[config.mk]
export PLATFORM = sky130hd
export DESIGN_NAME = text_line_justifier
export DESIGN_NICKNAME = d
export VERILOG_FILES = /design/src/rtl/tlj_pkg.sv /design/src/rtl/tlj_ram.sv /design/src/rtl/tlj_front.sv /design/src/rtl/tlj_back.sv /design/src/rtl/text_line_justifier.sv
export VERILOG_INCLUDE_DIRS = /design/src /design/src/rtl
export SDC_FILE = /design/constraint.sdc
export NUM_CORES = 1
export LEC_CHECK = 0
export BUFFER_PORTS_ARGS = -buffer_cell sky130_fd_sc_hd__clkbuf_2
export CAP_MARGIN = 25
export CORE_ASPECT_RATIO = 0.8
export CORE_MARGIN = 1
export CORE_UTILIZATION = 50
export CTS_CLUSTER_SIZE = 16
export DETAILED_ROUTE_END_ITERATION = 12
export PLACE_DENSITY = 0.75
export SETUP_SLACK_MARGIN = 0.02
export SYNTH_ARGS = -nofsm -noshare
export SYNTH_HDL_FRONTEND = slang
export SYNTH_SLANG_ARGS = --single-unit
[constraint.sdc]
create_clock -name clk -period 7.25 [get_ports clk]
set_input_delay 0.725 -clock clk [delete_from_list [all_inputs] [get_ports clk]]
set_output_delay 0.725 -clock clk [all_outputs]
set_load 0.03 [all_outputs]
[src/rtl/text_line_justifier_defines.svh]
// Assertion macros for the text line justifier
`ifndef TEXT_LINE_JUSTIFIER_DEFINES_SVH
`define TEXT_LINE_JUSTIFIER_DEFINES_SVH

// Same-cycle implication, sampled on clk, off during reset
`define TLJ_ASSERT_IMP(lbl, ante, cons, msg) \
	lbl: assert property (@(posedge clk) disable iff (!arst_n) (ante) |-> (cons)) \
		else $error(msg);

// Next-cycle implication, sampled on clk, off during reset
`define TLJ_ASSERT_NXT(lbl, ante, cons, msg) \
	lbl: assert property (@(posedge clk) disable iff (!arst_n) (ante) |=> (cons)) \
		else $error(msg);

`endif

[src/rtl/tlj_pkg.sv]
// Shared types, constants and helpers of the text line justifier
`default_nettype none
package tlj_pkg;
	localparam int MAX_LINE_DEF = 31;
	localparam int MAX_RESULTS = 64;
	localparam int RCW = $clog2(MAX_RESULTS + 1);
	localparam int CFG_W = 5;
	localparam logic [CFG_W-1:0] WIDTH_RST = 5'd31;

	localparam logic OP_TEXT = 1'b0;
	localparam logic OP_EOT = 1'b1;

	localparam int CLS_W = 2;
	localparam logic [CLS_W-1:0] CLS_TEXT = 2'd0;
	localparam logic [CLS_W-1:0] CLS_SEP = 2'd1;
	localparam logic [CLS_W-1:0] CLS_EOT = 2'd2;

	localparam logic [7:0] CH_SPACE = 8'h20;
	localparam logic [7:0] CH_NL = 8'h0A;
	localparam logic [7:0] CH_TAB = 8'h09;
	localparam logic [7:0] CH_CR = 8'h0D;
	localparam logic [7:0] CH_VT = 8'h0B;
	localparam logic [7:0] CH_FF = 8'h0C;
	localparam logic [7:0] CH_HYPHEN = 8'h2D;
	localparam logic [7:0] CH_NUL = 8'h00;

	typedef struct packed {
		logic operation;
		logic [7:0] text_byte;
	} in_t;

	typedef struct packed {
		logic [7:0] out_byte;
		logic is_error;
		logic last;
	} out_t;

	typedef struct packed {
		logic valid;
		logic [CLS_W-1:0] cls;
		logic [7:0] ch;
	} head_t;

	function automatic logic is_sep(input logic [7:0] c);
		return (c == CH_SPACE) || (c == CH_NL) || (c == CH_TAB) || (c == CH_CR) ||
			(c == CH_VT) || (c == CH_FF);
	endfunction
endpackage
`default_nettype wire

[src/rtl/tlj_ram.sv]
// Generic single-write, single-read RAM with registered read data
`default_nettype none
module tlj_ram #(
	parameter int W = 8,
	parameter int DEPTH = 32,
	parameter int AW = (DEPTH > 1) ? $clog2(DEPTH) : 1
) (
	input wire logic clk,
	input wire logic we,
	input wire logic [AW-1:0] waddr,
	input wire logic [W-1:0] wdata,
	input wire logic [AW-1:0] raddr,
	output logic [W-1:0] rdata
);
	logic [W-1:0] mem_q [DEPTH];

	always_ff @(posedge clk) begin
		if (we) begin
			mem_q[waddr] <= wdata;
		end
		rdata <= mem_q[raddr];
	end
endmodule
`default_nettype wire

[src/rtl/tlj_front.sv]
// Input side: accepts input bytes, classifies them and queues them for the sequencer
`default_nettype none
module tlj_front (
	input wire logic clk,
	input wire logic arst_n,
	input wire logic src_valid,
	output logic src_ready,
	input wire tlj_pkg::in_t src_data,
	output tlj_pkg::head_t head,
	input wire logic pop
);
	logic [tlj_pkg::CLS_W-1:0] cls_q [2];
	logic [7:0] ch_q [2];
	logic wr_ptr_q;
	logic rd_ptr_q;
	logic [1:0] count_q;
	logic [tlj_pkg::CLS_W-1:0] cls_in;
	logic push;

	always_comb begin
		if (src_data.operation == tlj_pkg::OP_EOT) begin
			cls_in = tlj_pkg::CLS_EOT;
		end else if (tlj_pkg::is_sep(src_data.text_byte)) begin
			cls_in = tlj_pkg::CLS_SEP;
		end else begin
			cls_in = tlj_pkg::CLS_TEXT;
		end
	end

	assign src_ready = (count_q != 2'd2);
	assign push = src_valid && src_ready;
	assign head.valid = (count_q != 2'd0);
	assign head.cls = cls_q[rd_ptr_q];
	assign head.ch = ch_q[rd_ptr_q];

	always_ff @(posedge clk) begin
		if (push) begin
			cls_q[wr_ptr_q] <= cls_in;
			ch_q[wr_ptr_q] <= src_data.text_byte;
		end
	end

	always_ff @(posedge clk or negedge arst_n) begin
		if (!arst_n) begin
			wr_ptr_q <= 1'b0;
			rd_ptr_q <= 1'b0;
			count_q <= 2'd0;
		end else begin
			if (push) begin
				wr_ptr_q <= ~wr_ptr_q;
			end
			if (pop) begin
				rd_ptr_q <= ~rd_ptr_q;
			end
			count_q <= count_q + 2'(push) - 2'(pop);
		end
	end
endmodule
`default_nettype wire

[src/rtl/tlj_back.sv]
// Sequencer: word buffering, hyphen splitting, line packing and justified output
`default_nettype none
module tlj_back #(
	parameter int MAX_LINE = tlj_pkg::MAX_LINE_DEF
) (
	input wire logic clk,
	input wire logic arst_n,
	input wire logic [tlj_pkg::CFG_W-1:0] line_width,
	input wire tlj_pkg::head_t head,
	output logic pop,
	output logic dst_valid,
	input wire logic dst_ready,
	output tlj_pkg::out_t dst_data
);
	localparam int WD = MAX_LINE + 1;
	localparam int WAW = $clog2(MAX_LINE + 1);
	localparam int WFW = $clog2(MAX_LINE + 2);
	localparam int LAW = (MAX_LINE > 1) ? $clog2(MAX_LINE) : 1;

	localparam logic [4:0] S_IDLE = 5'd0;
	localparam logic [4:0] S_REDUCE = 5'd1;
	localparam logic [4:0] S_POST = 5'd2;
	localparam logic [4:0] S_TAIL = 5'd3;
	localparam logic [4:0] S_ADD = 5'd4;
	localparam logic [4:0] S_ADD_SP = 5'd5;
	localparam logic [4:0] S_CP_RD = 5'd6;
	localparam logic [4:0] S_CP_WR = 5'd7;
	localparam logic [4:0] S_FLUSH = 5'd8;
	localparam logic [4:0] S_DIV = 5'd9;
	localparam logic [4:0] S_LEFT = 5'd10;
	localparam logic [4:0] S_RD = 5'd11;
	localparam logic [4:0] S_USE = 5'd12;
	localparam logic [4:0] S_GAP = 5'd13;
	localparam logic [4:0] S_RIGHT = 5'd14;
	localparam logic [4:0] S_NL = 5'd15;
	localparam logic [4:0] S_ERR = 5'd16;
	localparam logic [4:0] S_DONE = 5'd17;

	localparam logic [1:0] K_OVER = 2'd0;
	localparam logic [1:0] K_ONE = 2'd1;
	localparam logic [1:0] K_MULTI = 2'd2;

	logic [4:0] state_q;
	logic [4:0] add_ret_q;
	logic [4:0] flush_ret_q;
	logic commit_q;
	logic eot_q;
	logic halted_q;
	logic [WAW-1:0] lfill_q;
	logic [WAW-1:0] lwc_q;
	logic [WFW-1:0] wfill_q;
	logic [WAW-1:0] wbase_q;
	logic [MAX_LINE:0] hyph_q;
	logic [WAW-1:0] src_q;
	logic [WAW-1:0] len_q;
	logic [WAW-1:0] k_q;
	logic [WAW-1:0] i_q;
	logic [1:0] kind_q;
	logic [WAW-1:0] r_q;
	logic [WAW-1:0] quo_q;
	logic [WAW-1:0] gaps_q;
	logic [WAW-1:0] per_q;
	logic [WAW-1:0] extra_q;
	logic [WAW-1:0] sp_q;
	logic [WAW-1:0] right_q;
	logic [tlj_pkg::RCW-1:0] res_cnt_q;
	logic pend_v_q;
	tlj_pkg::out_t pend_q;
	logic out_v_q;
	tlj_pkg::out_t out_q;

	logic [WAW-1:0] w_eff;
	logic [WAW-1:0] h;
	logic found;
	logic [WAW-1:0] hp1;
	logic fits;
	logic last_ch;
	logic capped;
	logic slot_free;
	logic emit_req;
	logic emit_ok;
	logic emit_fire;
	logic done_ok;
	tlj_pkg::out_t emit_val;
	logic [WAW-1:0] pad_one;
	logic [WAW:0] pad_one_up;
	logic [WAW-1:0] gaps_n;

	logic wwe;
	logic [WAW-1:0] wwaddr;
	logic [WAW-1:0] wraddr;
	logic [7:0] wrdata;
	logic lwe;
	logic [7:0] lwdata;
	logic [7:0] lrdata;

	function automatic logic [WAW-1:0] wrap(input logic [WAW-1:0] a, input logic [WAW-1:0] b);
		logic [WAW:0] s;
		s = {1'b0, a} + {1'b0, b};
		if (s >= (WAW+1)'(WD)) begin
			s = s - (WAW+1)'(WD);
		end
		return s[WAW-1:0];
	endfunction

	assign w_eff = (line_width > tlj_pkg::CFG_W'(MAX_LINE)) ? WAW'(MAX_LINE) : WAW'(line_width);

	always_comb begin
		h = '0;
		found = 1'b0;
		for (int j = 1; j <= MAX_LINE; j++) begin
			if (hyph_q[j] && (j < w_eff)) begin
				h = WAW'(j);
				found = 1'b1;
			end
		end
	end

	assign hp1 = h + WAW'(1);
	assign fits = ((WAW+2)'(lfill_q) + (WAW+2)'(lwc_q != '0) + (WAW+2)'(len_q))
		<= (WAW+2)'(w_eff);
	assign last_ch = ((WAW+1)'(i_q) + (WAW+1)'(1)) == (WAW+1)'(lfill_q);
	assign pad_one = w_eff - lfill_q;
	assign pad_one_up = (WAW+1)'(pad_one) + (WAW+1)'(1);
	assign gaps_n = lwc_q - WAW'(1);

	assign capped = (res_cnt_q >= tlj_pkg::RCW'(tlj_pkg::MAX_RESULTS));
	assign slot_free = !out_v_q || dst_ready;

	always_comb begin
		emit_req = 1'b0;
		emit_val.out_byte = tlj_pkg::CH_SPACE;
		emit_val.is_error = 1'b0;
		emit_val.last = 1'b0;
		case (state_q)
			S_LEFT, S_GAP, S_RIGHT: begin
				emit_req = (sp_q != '0);
			end
			S_USE: begin
				emit_req = !((kind_q == K_MULTI) && (lrdata == tlj_pkg::CH_SPACE));
				emit_val.out_byte = lrdata;
			end
			S_NL: begin
				emit_req = 1'b1;
				emit_val.out_byte = tlj_pkg::CH_NL;
			end
			S_ERR: begin
				emit_req = 1'b1;
				emit_val.out_byte = tlj_pkg::CH_NUL;
				emit_val.is_error = 1'b1;
			end
			default: begin
				emit_req = 1'b0;
			end
		endcase
	end

	assign emit_ok = capped || !pend_v_q || slot_free;
	assign emit_fire = emit_req && emit_ok;
	assign done_ok = !pend_v_q || slot_free;
	assign pop = (state_q == S_DONE) && done_ok;

	assign wwe = (state_q == S_IDLE) && head.valid && !halted_q &&
		(head.cls == tlj_pkg::CLS_TEXT) && (wfill_q < WFW'(WD));
	assign wwaddr = wrap(wbase_q, WAW'(wfill_q));
	assign wraddr = wrap(src_q, k_q);
	assign lwe = ((state_q == S_ADD_SP) && (lwc_q != '0)) || (state_q == S_CP_WR);
	assign lwdata = (state_q == S_CP_WR) ? wrdata : tlj_pkg::CH_SPACE;

	tlj_ram #(.W(8), .DEPTH(WD), .AW(WAW)) u_word_ram (
		.clk(clk),
		.we(wwe),
		.waddr(wwaddr),
		.wdata(head.ch),
		.raddr(wraddr),
		.rdata(wrdata)
	);

	tlj_ram #(.W(8), .DEPTH(MAX_LINE), .AW(LAW)) u_line_ram (
		.clk(clk),
		.we(lwe),
		.waddr(LAW'(lfill_q)),
		.wdata(lwdata),
		.raddr(LAW'(i_q)),
		.rdata(lrdata)
	);

	assign dst_valid = out_v_q;
	assign dst_data = out_q;

	always_ff @(posedge clk) begin
		if (emit_fire && !capped) begin
			pend_q <= emit_val;
		end
		if (pend_v_q && ((emit_fire && !capped) || pop)) begin
			out_q.out_byte <= pend_q.out_byte;
			out_q.is_error <= pend_q.is_error;
			out_q.last <= pop;
		end
	end

	always_ff @(posedge clk or negedge arst_n) begin
		if (!arst_n) begin
			state_q <= S_IDLE;
			add_ret_q <= S_IDLE;
			flush_ret_q <= S_IDLE;
			commit_q <= 1'b0;
			eot_q <= 1'b0;
			halted_q <= 1'b0;
			lfill_q <= '0;
			lwc_q <= '0;
			wfill_q <= '0;
			wbase_q <= '0;
			hyph_q <= '0;
			src_q <= '0;
			len_q <= '0;
			k_q <= '0;
			i_q <= '0;
			kind_q <= K_OVER;
			r_q <= '0;
			quo_q <= '0;
			gaps_q <= '0;
			per_q <= '0;
			extra_q <= '0;
			sp_q <= '0;
			right_q <= '0;
			res_cnt_q <= '0;
			pend_v_q <= 1'b0;
			out_v_q <= 1'b0;
		end else begin
			if (emit_fire && !capped) begin
				pend_v_q <= 1'b1;
				res_cnt_q <= res_cnt_q + tlj_pkg::RCW'(1);
			end else if (pop) begin
				pend_v_q <= 1'b0;
				res_cnt_q <= '0;
			end
			if (pend_v_q && ((emit_fire && !capped) || pop)) begin
				out_v_q <= 1'b1;
			end else if (dst_ready) begin
				out_v_q <= 1'b0;
			end

			case (state_q)
				S_IDLE: begin
					if (head.valid) begin
						commit_q <= (head.cls != tlj_pkg::CLS_TEXT);
						eot_q <= (head.cls == tlj_pkg::CLS_EOT);
						if (halted_q) begin
							state_q <= S_DONE;
						end else begin
							if (wwe) begin
								hyph_q[WAW'(wfill_q)] <= (head.ch == tlj_pkg::CH_HYPHEN);
								wfill_q <= wfill_q + WFW'(1);
							end
							state_q <= S_REDUCE;
						end
					end
				end
				S_REDUCE: begin
					if (wfill_q > WFW'(w_eff)) begin
						if ((w_eff < WAW'(2)) || !found) begin
							flush_ret_q <= S_ERR;
							state_q <= S_FLUSH;
						end else begin
							src_q <= wbase_q;
							len_q <= hp1;
							wbase_q <= wrap(wbase_q, hp1);
							wfill_q <= wfill_q - WFW'(hp1);
							hyph_q <= hyph_q >> hp1;
							add_ret_q <= S_REDUCE;
							state_q <= S_ADD;
						end
					end else begin
						state_q <= commit_q ? S_POST : S_DONE;
					end
				end
				S_POST: begin
					if (wfill_q != '0) begin
						src_q <= wbase_q;
						len_q <= WAW'(wfill_q);
						wfill_q <= '0;
						wbase_q <= '0;
						hyph_q <= '0;
						add_ret_q <= S_TAIL;
						state_q <= S_ADD;
					end else begin
						state_q <= S_TAIL;
					end
				end
				S_TAIL: begin
					if (eot_q) begin
						flush_ret_q <= S_DONE;
						state_q <= S_FLUSH;
					end else begin
						state_q <= S_DONE;
					end
				end
				S_ADD: begin
					if (fits) begin
						state_q <= S_ADD_SP;
					end else begin
						flush_ret_q <= S_ADD_SP;
						state_q <= S_FLUSH;
					end
				end
				S_ADD_SP: begin
					if (lwc_q != '0) begin
						lfill_q <= lfill_q + WAW'(1);
					end
					lwc_q <= lwc_q + WAW'(1);
					k_q <= '0;
					state_q <= S_CP_RD;
				end
				S_CP_RD: begin
					state_q <= S_CP_WR;
				end
				S_CP_WR: begin
					lfill_q <= lfill_q + WAW'(1);
					k_q <= k_q + WAW'(1);
					state_q <= ((k_q + WAW'(1)) == len_q) ? add_ret_q : S_CP_RD;
				end
				S_FLUSH: begin
					i_q <= '0;
					if (lwc_q == '0) begin
						state_q <= flush_ret_q;
					end else if (lfill_q > w_eff) begin
						kind_q <= K_OVER;
						state_q <= S_RD;
					end else if (lwc_q == WAW'(1)) begin
						kind_q <= K_ONE;
						sp_q <= pad_one_up[WAW:1];
						right_q <= pad_one >> 1;
						state_q <= S_LEFT;
					end else begin
						kind_q <= K_MULTI;
						gaps_q <= gaps_n;
						r_q <= w_eff - (lfill_q - gaps_n);
						quo_q <= '0;
						state_q <= S_DIV;
					end
				end
				S_DIV: begin
					if (r_q >= gaps_q) begin
						r_q <= r_q - gaps_q;
						quo_q <= quo_q + WAW'(1);
					end else begin
						per_q <= quo_q;
						extra_q <= r_q;
						state_q <= S_RD;
					end
				end
				S_LEFT: begin
					if (sp_q == '0) begin
						state_q <= S_RD;
					end else if (emit_ok) begin
						sp_q <= sp_q - WAW'(1);
					end
				end
				S_RD: begin
					state_q <= S_USE;
				end
				S_USE, S_GAP: begin
					if ((state_q == S_USE) && !emit_req) begin
						sp_q <= per_q + WAW'(extra_q != '0);
						if (extra_q != '0) begin
							extra_q <= extra_q - WAW'(1);
						end
						state_q <= S_GAP;
					end else if ((state_q == S_GAP) && (sp_q != '0)) begin
						if (emit_ok) begin
							sp_q <= sp_q - WAW'(1);
						end
					end else if (emit_ok) begin
						if (last_ch) begin
							if (kind_q == K_ONE) begin
								sp_q <= right_q;
								state_q <= S_RIGHT;
							end else begin
								state_q <= S_NL;
							end
						end else begin
							i_q <= i_q + WAW'(1);
							state_q <= S_RD;
						end
					end
				end
				S_RIGHT: begin
					if (sp_q == '0) begin
						state_q <= S_NL;
					end else if (emit_ok) begin
						sp_q <= sp_q - WAW'(1);
					end
				end
				S_NL: begin
					if (emit_ok) begin
						lfill_q <= '0;
						lwc_q <= '0;
						state_q <= flush_ret_q;
					end
				end
				S_ERR: begin
					if (emit_ok) begin
						halted_q <= 1'b1;
						wfill_q <= '0;
						wbase_q <= '0;
						hyph_q <= '0;
						state_q <= S_DONE;
					end
				end
				S_DONE: begin
					if (done_ok) begin
						state_q <= S_IDLE;
					end
				end
				default: begin
					state_q <= S_IDLE;
				end
			endcase
		end
	end
endmodule
`default_nettype wire

[src/rtl/text_line_justifier.sv]
// A separator commits the buffered word, copying it character by character into the line
// buffer. A line flush reads each stored character and sends each output space in turn after
// a setup step; a justified line first divides its spare spaces among the gaps by division.
// The sequencer handles one input byte at a time, walking the registered-read word and line
// buffers one entry at a time; the two-entry input queue can take one more byte meanwhile.
// Reset clears all control state, sets the width to 31 and empties the queue;
// buffer contents are not cleared.
`default_nettype none
`include "text_line_justifier_defines.svh"
module text_line_justifier #(
	parameter int MAX_LINE = tlj_pkg::MAX_LINE_DEF
) (
	input wire logic clk,
	input wire logic arst_n,
	input wire logic cfg_we,
	input wire logic [tlj_pkg::CFG_W-1:0] cfg_wdata,
	input wire logic src_valid,
	output logic src_ready,
	input wire tlj_pkg::in_t src_data,
	output logic dst_valid,
	input wire logic dst_ready,
	output tlj_pkg::out_t dst_data
);
	logic [tlj_pkg::CFG_W-1:0] width_q;
	tlj_pkg::head_t head;
	logic pop;

	always_ff @(posedge clk or negedge arst_n) begin
		if (!arst_n) begin
			width_q <= tlj_pkg::WIDTH_RST;
		end else if (cfg_we) begin
			width_q <= cfg_wdata;
		end
	end

	tlj_front u_front (
		.clk(clk),
		.arst_n(arst_n),
		.src_valid(src_valid),
		.src_ready(src_ready),
		.src_data(src_data),
		.head(head),
		.pop(pop)
	);

	tlj_back #(.MAX_LINE(MAX_LINE)) u_back (
		.clk(clk),
		.arst_n(arst_n),
		.line_width(width_q),
		.head(head),
		.pop(pop),
		.dst_valid(dst_valid),
		.dst_ready(dst_ready),
		.dst_data(dst_data)
	);

	`TLJ_ASSERT_IMP(a_full_has_head, !src_ready, head.valid, "queue full without a head word")
	`TLJ_ASSERT_IMP(a_pop_has_head, pop, head.valid, "pop from an empty queue")
	`TLJ_ASSERT_IMP(a_err_is_last, dst_valid && dst_data.is_error, dst_data.last,
		"error result not last of its word")
	`TLJ_ASSERT_IMP(a_err_byte_zero, dst_valid && dst_data.is_error,
		dst_data.out_byte == tlj_pkg::CH_NUL, "error result carries a character")
endmodule
`default_nettype wire
[Yosys cells after proc, flatten, opt, wreduce, memory -nomap -nowiden]
Memory sizes are Yosys's and may differ from the RTL's. A register that Yosys moved wholly into a read port is not among the register bits.
Index checks and enable logic that the tools add are counted.
Word-level totals
  flip-flop bits (word level): 164
  RAM bits: 524
  logic and storage cells: 473
  memories: 4
Cells by class
  add/sub/neg operators: 29
  magnitude comparators: 43
  equal/unequal tests: 65
  shift operators: 1
  mux-type cells: 183
  bitwise gates (word level): 6
  reductions and logical operators: 107
Memories
  u_back.u_word_ram.mem_q: depth 32, bits a word 8, rd ports 1, clocked after Yosys merged registers in 1, wr ports 1, RTL line tlj_ram.sv:15  | logic [W-1:0] mem_q [DEPTH];
  u_back.u_line_ram.mem_q: depth 31, bits a word 8, rd ports 1, clocked after Yosys merged registers in 1, wr ports 1, RTL line tlj_ram.sv:15
  u_front.ch_q: depth 2, bits a word 8, rd ports 1, clocked after Yosys merged registers in 0, wr ports 1, RTL line tlj_front.sv:13  | logic [7:0] ch_q [2];
  u_front.cls_q: depth 2, bits a word 2, rd ports 1, clocked after Yosys merged registers in 0, wr ports 1, RTL line tlj_front.sv:12  | logic [tlj_pkg::CLS_W-1:0] cls_q [2];
Operators with widths (count)
  $mux 5: 93
  $mux 32: 7
  $pmux 32 s4: 1
  $pmux 5 s2: 9
  $pmux 5 s17: 1
  $lt 5x5->1 const A: 15
  $pmux 5 s3: 4
  $mux 1: 45
  $logic_and 1x1->1: 44
  $mux 6: 7
  $eq 5x4->1 const B: 8
  $eq 8x4->1 const B: 5
  $lt 4x5->1 const A: 8
  $bwmux 32: 1
  $ne 2x1->1 const B: 16
  $shr 32x5->32: 1
  $add 5x1->5 const B: 6
  $sub 5x1->5 const B: 6
  $ne 2x2->1 const B: 13
  $eq 8x6->1 const B: 3
  $pmux 6 s4: 1
  $pmux 8 s3: 1
  $eq 5x3->1 const B: 4
  $lt 3x5->1 const A: 4
  59 further kinds: 131

[Logic depth before layout (Yosys ltp)]
Gate-level depths: netlist of the first run.
  depth after elaboration: 41
  gate-level depth with buffers: 25
  depth with buffers taken out: 22

[Modules after synthesis]
A second synthesis of the first run with hierarchy kept.
Second synthesis, totals
  cells, all modules: 2481
  area, all modules: 33749.9 um^2
By module, submodules not included
  tlj_back: times used 1, cells each 1439, area each 12429.4 um^2, sequential area each 3823.7 um^2
  tlj_ram (u_back.u_line_ram): times used 1, cells each 561, area each 10109.7 um^2, sequential area each 7607.3 um^2
  tlj_ram (u_back.u_word_ram): times used 1, cells each 417, area each 10053.4 um^2, sequential area each 7847.5 um^2
  tlj_front: times used 1, cells each 54, area each 969.7 um^2, sequential area each 700.7 um^2
  text_line_justifier: times used 1, cells each 10, area each 187.7 um^2, sequential area each 131.4 um^2

[Least setup slack after synthesis of the first run]
OpenSTA, ideal clock, no wires.
  kind: reg-to-reg
  start: register width_q[3] in the netlist's numbering
  end: register u_back.wfill_q[5]
  setup time: 0.129 ns
  arrival time: 4.620 ns
  path slack: 2.501 ns
  cell stages (with the launch flop): 26
  path buffers: 6
  path through: dfstp_2 > buf_4 > buf_6 > inv_1 > a21oi_1 > a21oi_1 > o211ai_1 > o221a_4 > nor2_4 > buf_6 > buf_4 > ha_1 > clkbuf_1 > buf_1 > nand2b_1 > inv_1 > ha_1 > nor2b_1 > o21ai_0 > nand2b_1 > a21o_1 > a21oi_1 > xnor2_1 > nor2_1 > o21ai_0 > o21ai_0
Between the ends
  word-level cells in the longest chain between the ends: 39
Ends and longest elaborated chain
  start, declared: RTL line text_line_justifier.sv:24  | logic [tlj_pkg::CFG_W-1:0] width_q;
  start signal, assigned: RTL line text_line_justifier.sv:30  | width_q <= tlj_pkg::WIDTH_RST;
  start signal, assigned: RTL line text_line_justifier.sv:32  | width_q <= cfg_wdata;
  $gt 5x5->1: RTL line tlj_back.sv:106  | assign w_eff = (line_width > tlj_pkg::CFG_W'(MAX_LINE)) ? WAW'(MAX_LINE) : WAW'(line_width);
  $mux 5 *: RTL line tlj_back.sv:106
  $lt 1x5->1: RTL line tlj_back.sv:112  | if (hyph_q[j] && (j < w_eff)) begin
  $logic_and 1x1->1: RTL line tlj_back.sv:112
  $mux 1: RTL line tlj_back.sv:112
  $mux 5 (29 in a row): RTL line tlj_back.sv:112
  $add 5x1->5: RTL line tlj_back.sv:119  | assign hp1 = h + WAW'(1);
  $sub 6x5->6: RTL line tlj_back.sv:269  | wfill_q <= wfill_q - WFW'(hp1);
  $mux 6: RTL line tlj_back.sv:262  | if ((w_eff < WAW'(2)) || !found) begin
  $mux 6: RTL line tlj_back.sv:261  | if (wfill_q > WFW'(w_eff)) begin
  $pmux 6 s4: RTL line tlj_back.sv:244  | case (state_q)
  end signal, assigned: RTL line tlj_back.sv:254  | wfill_q <= wfill_q + WFW'(1);
  end signal, assigned: RTL line tlj_back.sv:269
  end, declared: RTL line tlj_back.sv:51  | logic [WFW-1:0] wfill_q;
Mark *: on every way between the ends. The rest lies on a longest branch, timed or not. The select of a mux whose other input is x is not followed.
A chain may end at the register's enable or synchronous reset.

[Final worst setup path of the first run]
  start: register width_q[4] in the netlist's numbering
  end: register u_back.wbase_q[4]
Between the ends
  word-level cells in the longest chain between the ends: 41
Ends and longest elaborated chain
  $gt 5x5->1: RTL line tlj_back.sv:106
  $mux 5 *: RTL line tlj_back.sv:106
  $lt 1x5->1: RTL line tlj_back.sv:112
  $logic_and 1x1->1: RTL line tlj_back.sv:112
  $mux 1: RTL line tlj_back.sv:112
  $mux 5 (29 in a row): RTL line tlj_back.sv:112
  $add 5x1->5: RTL line tlj_back.sv:119
  $add 5x5->6: RTL line tlj_back.sv:99  | s = {1'b0, a} + {1'b0, b};
  $sub 5x1->5 or $ge 6x6->1 (tied branches): RTL line tlj_back.sv:101, tlj_back.sv:100
  $mux 5: RTL line tlj_back.sv:100  | if (s >= (WAW+1)'(WD)) begin
  $mux 5: RTL line tlj_back.sv:262
  $mux 5: RTL line tlj_back.sv:261
  $pmux 5 s3: RTL line tlj_back.sv:244
  end signal, assigned: RTL line tlj_back.sv:268  | wbase_q <= wrap(wbase_q, hp1);
  end, declared: RTL line tlj_back.sv:52  | logic [WAW-1:0] wbase_q;
Marks and branches as above.

==> flow_summary.toml, run 1 <==
[placed_design]
hpwl_mm = 56.07
numPortBuffers = 30
placed_cells = 3131
dpl-instance-area_sq_mm = 0.03419
gp_congestion = 0.9527

[yosys]
synth_seq_cells = 698
synth_edf_count = 543
synth_nets = 2431
ys_seq_area_frac = 0.6050
async_reset_ff_frac = 0.1991
yosys_warnings = 0
syn_area_sq_mm = 0.03324
yosys_most_used_dff = "edfxtp_1"
synth_area_leaders = "edfxtp_1 (49%), mux4_2 (12%), dfrtp_1 (10%)"
synthDominantCellAreaShare = 0.4905
synth_area_per_cell_sq_um = 14.25
synthCells = 2333
yosys.cell_types.count = 97
synth.largest_area_cell = "edfxtp_1"

[clock_network]
clk_pin_slew_worst_paths_ns = 0.07
cts_tree = "built"
worstSkewPairLatency_ns = 0.65
cts.sinks = 698
cts.repair.resized = 0
numCtsBuffers = 69
clockBufferDepth = 3
root_buffer = "clkbuf_16"
hold_buffers = 0
ctsHtreeMaxLevel = 3
post-cts-setup-buffers = 0

[timing]
setup_viol = 0
slew_viol_final = 0
post-route-period-util = 0.7298
final.min_clock_period_ns = 5.291
maxSlewHeadroom = 0.3094
fin_worst_skew_ns = 0.03912
clock.fmax_ghz = 0.1890
holdWs_ns = 0.1071
tightest_slew_ns = 1.029
fin_tns_setup_ns = 0
hold_violations = 0
rsz0062_at_grt = "false"

[worst_setup_path]
setup.worst_path.start = "width_q[4]$_DFFE_PN1P_"
worstSetupEndpoint = "u_back.wbase_q[4]$_DFFE_PN0P_"
critical_path.max_stage_delay_ns = 0.90
arrival_ns = 5.80
worstPathCellList = "inv_1 -> a21boi_1 -> a221oi_2 -> o22ai_2 -> o221a_4 -> nor2_4 -> buf_4 -> ha_1 -> xor2_4 -> inv_2 -> buf_4 -> ha_1 -> a21o_1 -> a21oi_1 -> xnor2_1 -> and2_0 -> o21ai_0 -> o31ai_1"
cp-end-kind = "flop"
required_ns = 7.76
r2r_start = "width_q[4]$_DFFE_PN1P_"
r2r_slack_ns = 1.96
worstReg2RegEnd = "u_back.wbase_q[4]$_DFFE_PN0P_"
ff2ff_path_depth = 18
critPathKind = "flop to flop"
cp_slowest_cell = "dfstp_2"
cp_max_fo = 32
start_kind = "flop"

[die]
num_rows = 84
coreArea_sq_mm = 0.06569
io_pins = 31
fp.dieW_microns = 290.3
start_util = 0.5060
floorplan.die_area_sq_mm = 0.06752
die_h_microns = 232.6

[cells_and_area]
drive_gt1_frac = 0.1830
area_delta_synth_final_pct = 10.31
fill_cells = 5013
antennaDiodeCount = 0
final_nets = 2446
fin_area_sq_mm = 0.03667
instances_no_fill = 3264

[route]
drt_first_pass_iters = 6
routedWlPerCell_microns = 26.12
wirelength_mm = 85.25
drtIter0Drc = 2488
via_per_inst = 6.347
ant_nets = 0
remaining_drc_errors = 0
vias = 20720

[global_route]
grt_max_degree = 73
grt_pass1_vias = 20340
grt_overflow = 0
grtUsageTotal = 0.2538
grt_pass1_wl_mm = 128.7
antenna_found_initial = 2

[run_status]
status = "finished clean"

[power_and_ir_drop]
irDropWorstVdd_uv = 309.6
power_leakage_nw = 13.42
cellPowerDensity_mw_per_mm2 = 446.8

[hold_path]
hold_path_class = "input pin to asynchronous set/reset pin"

[flow_run]
drv_cap = 0
registers in the layout, summed over array words and instances (netlist names), 6 cells and up, named ones only:
name / flops
u_back.u_word_ram.mem_q: 256
u_back.u_line_ram.mem_q: 248
u_front.ch_q: 16
u_back.dst_data: 10
u_back.pend_q: 9
u_back.u_line_ram.rdata: 8
u_back.u_word_ram.rdata: 8
u_back.res_cnt_q: 7
u_back.wfill_q: 6
per-stage QoR:
step	util	total power [mW]	worst slack [ns]
after floorplan	-	10.53	2.501
after global placement	0.5198	12.52	2.095
after detailed placement	0.5205	12.59	2.063
after CTS	0.5559	16.30	2.010
after global routing	0.5582	17.17	1.653
final	0.5582	16.38	1.959
per-layer routing:
layer | vias up | track usage | routed length (microns)
met5 | - | 0 | 11
met1 | 10610 | 0.3770 | 37550
met2 | 938 | 0.3749 | 38160
li1 | 9037 | - | -
met3 | 131 | 0.06094 | 7599
met4 | 2 | 0.06666 | 1928
critical path, delay by kind of cell, from the launching register on:
family                     cells  cell delay, ns
xor gates and xnor gates       2            0.73
DFF                            1            0.90
buffers and inverters          4            0.91
AOI/OAI and AO/OA              8            1.62
adders and majority gates      2            0.74
and+or+nand+nor                2            0.21
how the worst min path moves through the flow:
stage / startpoint / endpoint / slack (ns) / depth (start not counted)
6_report: arst_n / asynchronous set/reset pin / 0.11 / 1
5_1_grt: arst_n / asynchronous set/reset pin / 0.16 / 1
4_1_cts: arst_n / asynchronous set/reset pin / 0.13 / 1
3_5_place_dp: u_back.pend_q[1]$_DFFE_PP_ / u_back.dst_data[1]$_DFFE_PP_ / 0.41 / 0
3_3_place_gp: u_back.pend_q[1]$_DFFE_PP_ / u_back.dst_data[1]$_DFFE_PP_ / 0.41 / 0
2_1_floorplan: u_back.pend_q[1]$_DFFE_PP_ / u_back.dst_data[1]$_DFFE_PP_ / 0.40 / 0
cells by family (layout without fill, tap and decap cells):
group | Yosys count | after routing | synth area share
mux | 272 | 272 | 0.1521
simple gates | 599 | 599 | 0.08537
fa+ha+maj | 79 | 79 | 0.03222
compound gates | 419 | 419 | 0.08033
buf+inv | 194 | 265 | 0.02548
flops | 698 | 698 | 0.6050
xor+xnor | 72 | 72 | 0.01954
where the power goes:
part	total, mW	internal (mW)	switching, mW	leakage, nW
logic	7.25	2.90	4.35	4.94
registers	5.47	4.87	0.601	7.36
clock network	3.66	2.01	1.65	1.11
total	16.4	9.78	6.60	13.4
synthesized netlist by cell type, types with 46 or more instances:
cell type / count
a21oi_1: 113
clkbuf_1: 67
dfrtp_1: 134
edfxtp_1: 543
ha_1: 68
inv_1: 70
mux2_2: 46
mux4_2: 179
nand2_1: 161
nand3_1: 67
nor2_1: 194
o21ai_0: 110
cell usage in the layout, fill, tap and decap left out, types with 16 or more instances in the layout:
master     count
a21oi_1      113
a21o_1        26
clkbuf_16     70
edfxtp_1     543
dfrtp_1      132
nand3_1       67
o31ai_1       19
mux4_2       179
nand2_1      161
o21a_1        18
buf_4         26
dfxtp_1       16
nor2_1       194
xor2_1        26
inv_1         70
o21ai_0      110
clkbuf_2      29
nor3_1        23
mux2i_1       43
xnor2_1       44
mux2_2        46
ha_1          67
and3_1        24
layout make-up:
type | count | area, sq um | area share
Clock buffer | 82 | 1795 | 0.04897
Clock inverter | 45 | 534.3 | 0.01457
Inverter | 74 | 280.3 | 0.007643
Multi-Input combinational cell | 1441 | 12320 | 0.3360
Sequential cell | 698 | 20120 | 0.5487
Tap cell | 860 | 1076 | 0.02935
Timing Repair Buffer | 64 | 544.3 | 0.01484
(Power assumes the default switching activity.)
==> run 2: changes to the inputs <==
ABC_AREA = 1   (was unset)
PLACE_DENSITY = 0.78   (was 0.75)
clock period = 4.5 ns   (was 7.25 ns; I/O delays follow)
==> flow_summary.toml, run 2 <==
[global_route]
grt_max_degree = 119
grtUsageTotal = 0.2588
grt_pass1_wl_mm = 137.3
antenna_found_initial = 1
grt_pass1_vias = 24000
grt_overflow = 0

[die]
fp.dieW_microns = 292.2
start_util = 0.5094
num_rows = 84
die_h_microns = 234.1
floorplan.die_area_sq_mm = 0.06841
io_pins = 31
coreArea_sq_mm = 0.06611

[yosys]
yosys_most_used_dff = "edfxtp_1"
synth_area_leaders = "edfxtp_1 (48%), dfrtp_1 (10%), nor2_1 (6.8%)"
synth_top_family_by_area = "simple AND/OR/NAND/NOR gates"
yosys.cell_types.count = 64
synthCells = 3415
ys_top_cells_by_count = "nor2_1 (611), edfxtp_1 (543), nand2_1 (455)"
synthSimpleGateAreaFrac = 0.1707
synth-compound-area-share = 0.1260
async_reset_ff_frac = 0.1991
synthXorXnorAreaFrac = 0.01534
yosys_warnings = 0
synthAdderAreaFrac = 0.03180
syn_area_sq_mm = 0.03368
synth_nets = 3513
synth_area_per_cell_sq_um = 9.862
synth_seq_cells = 698
synth_edf_count = 543
muxShareOfSynthArea = 0.006576
ys_seq_area_frac = 0.5971
synth.largest_area_cell = "edfxtp_1"
synth.most_common_cell = "nor2_1"
synthDominantCellAreaShare = 0.4842

[route]
drt_first_pass_iters = 5
routedWlPerCell_microns = 20.23
wirelength_mm = 88.77
drtIter0Drc = 3213
ant_nets = 0
via_per_inst = 5.928
vias = 26010
remaining_drc_errors = 0

[power_and_ir_drop]
power_leakage_nw = 14.15
irDropWorstVdd_uv = 487.7
p_clk_frac = 0.199
power_frac_comb = 0.499
p_switching_mw = 13.13
intPower_mw = 15.87
switching_share = 0.4526
p_seq_frac = 0.303
power_mw = 29.00
cellPowerDensity_mw_per_mm2 = 772.2

[worst_setup_path]
r2r_start = "width_q[3]$_DFFE_PN1P_"
start_kind = "flop"
critPathKind = "flop to flop"
cp-end-kind = "flop"
arrival_ns = 4.64
ff2ff_path_depth = 26
r2r_slack_ns = 0.35
cp_max_fo = 34
required_ns = 4.99
setup.worst_path.start = "width_q[3]$_DFFE_PN1P_"

[timing]
maxSlewHeadroom = 0.3242
clock.fmax_ghz = 0.2410
final.min_clock_period_ns = 4.149
rsz0062_at_grt = "true"
fin_worst_skew_ns = 0.02063
setup_viol = 0
holdWs_ns = 0.04838
slew_viol_final = 0
hold_violations = 0
post-route-period-util = 0.9221
tightest_slew_ns = 0.9882
fin_tns_setup_ns = 0
setup_ws_ns = 0.3507

[clock_network]
clockBufferDepth = 3
root_buffer = "clkbuf_16"
clk_pin_slew_worst_paths_ns = 0.07
ctsHtreeMaxLevel = 3
cts.sinks = 698
cts_tree = "built"
worstSkewPairLatency_ns = 0.61
numCtsBuffers = 68

[cells_and_area]
largest_reg_flops = 256
instances_no_fill = 4388
reg_top3 = "u_back.u_word_ram.mem_q (256), u_back.u_line_ram.mem_q (248), u_front.ch_q (16)"
final_cell_mix = "nor2_1 (601), edfxtp_1 (543), nand2_1 (454), o21ai_0 (327), inv_1 (280)"
top_register = "u_back.u_word_ram.mem_q"
area_delta_synth_final_pct = 11.51
antennaDiodeCount = 0
final_util = 0.5681
final_nets = 3572
fin_area_sq_mm = 0.03755
drive_gt1_frac = 0.09354
layout_commonest_cell = "nor2_1"

[placed_design]
pre_cts_ws_ns = 0.3190
gp_congestion = 0.9788
dpl-instance-area_sq_mm = 0.03522
hpwl_mm = 58.34
placed_cells = 4257
numPortBuffers = 30

[run_status]
status = "finished clean"

[hold_path]
hold_path_class = "input pin to flop"

[flow_run]
drv_cap = 0
-- run 2: cell count changes in the layout (fill, tap and decap cells not counted), sizes merged, moves of 50 or more --
cell | previous run | this run
nor2 | 197 | 616
nand2 | 163 | 460
o21ai | 115 | 343
inv | 78 | 298
nand3 | 67 | 256
mux4 | 181 | 0
buf | 34 | 117
o32ai | 3 | 68
o22ai | 15 | 65
-- run 2: layout make-up --
| cell class | count | area (sq um) |
|---|---|---|
| repair buffers | 147 | 1146 |
| clock buffers | 92 | 1864 |
| multi-input cells | 2264 | 11890 |
| clock inverters | 32 | 345.3 |
| well taps | 860 | 1076 |
| fillers | 5454 | 28550 |
| flip-flops and latches | 698 | 20120 |
| inverters | 295 | 1116 |
-- run 2: timing repair --
action / 4_1_cts / 5_1_grt
buffers inserted: 0 / 4
hold buffers: 1 / 0
hold endpoints to repair: 67 / 0
setup endpoints to repair: 0 / 38
gates resized for setup: 0 / 12
-- run 2: cells by family after synthesis --
family,after synthesis
adders and majority gates,79
buffers and inverters,453
AOI/OAI and AO/OA,718
and+or+nand+nor,1391
DFF,698
muxes,20
xor gates and xnor gates,56
-- run 2: worst min-delay path by stage --
stage,start,to,depth (start not counted),slack [ns]
after floorplan,arst_n,asynchronous set/reset pin,0,0.15
final,src_data[0],u_front.ch_q[0][0]$_DFFE_PP_,1,0.05
after global routing,src_data[7],u_front.ch_q[0][7]$_DFFE_PP_,1,0.04
after CTS,src_data[0],u_front.ch_q[1][0]$_DFFE_PP_,1,0.03
after global placement,u_back.pend_q[9]$_DFFE_PP_,u_back.dst_data[9]$_DFFE_PP_,0,0.40
after detailed placement,u_back.pend_q[2]$_DFFE_PP_,u_back.dst_data[2]$_DFFE_PP_,0,0.41
-- run 2: routing by layer --
layer | share of wire | wire length [microns] | global-route usage | up-vias
met3 | 0.11 | 9451 | 0.06132 | 142
met1 | 0.43 | 38420 | 0.3777 | 12520
met4 | 0.021 | 1849 | 0.06447 | 2
met2 | 0.44 | 39030 | 0.3900 | 1308
li1 | - | - | - | 12040
met5 | 0.00015 | 13 | 0 | -
-- run 2: worst max-delay path, stage by stage (launching register included) --
cell and delay, ns:
dfstp_2 0.67, inv_2 0.15, nor2_1 0.11, nand2_1 0.09
inv_2 0.07, a211oi_1 0.06, inv_1 0.09, nand2_1 0.09
o21ai_1 0.14, nand2_1 0.07, nand2_1 0.06, a21oi_1 0.06
a21oi_1 0.20, o21ai_1 0.08, o21bai_1 0.21, nand2_1 0.09
ha_2 0.34, buf_4 0.38, inv_1 0.10, buf_6 0.21
nand3_1 0.24, nand2_1 0.10, and2_1 0.18, nand2_1 0.05
nand2_1 0.05, nand2_1 0.07, a21boi_1 0.05
-- run 2: power by group through the flow --
stage          sequential, mW  clock, mW  combinational, mW
2_1_floorplan            8.57          0               10.1
3_3_place_gp             8.85          0               13.8
3_5_place_dp             8.87          0               14.0
5_1_grt                  8.84       6.05               15.9
4_1_cts                  8.74       5.81               14.1
6_report                 8.78       5.76               14.5
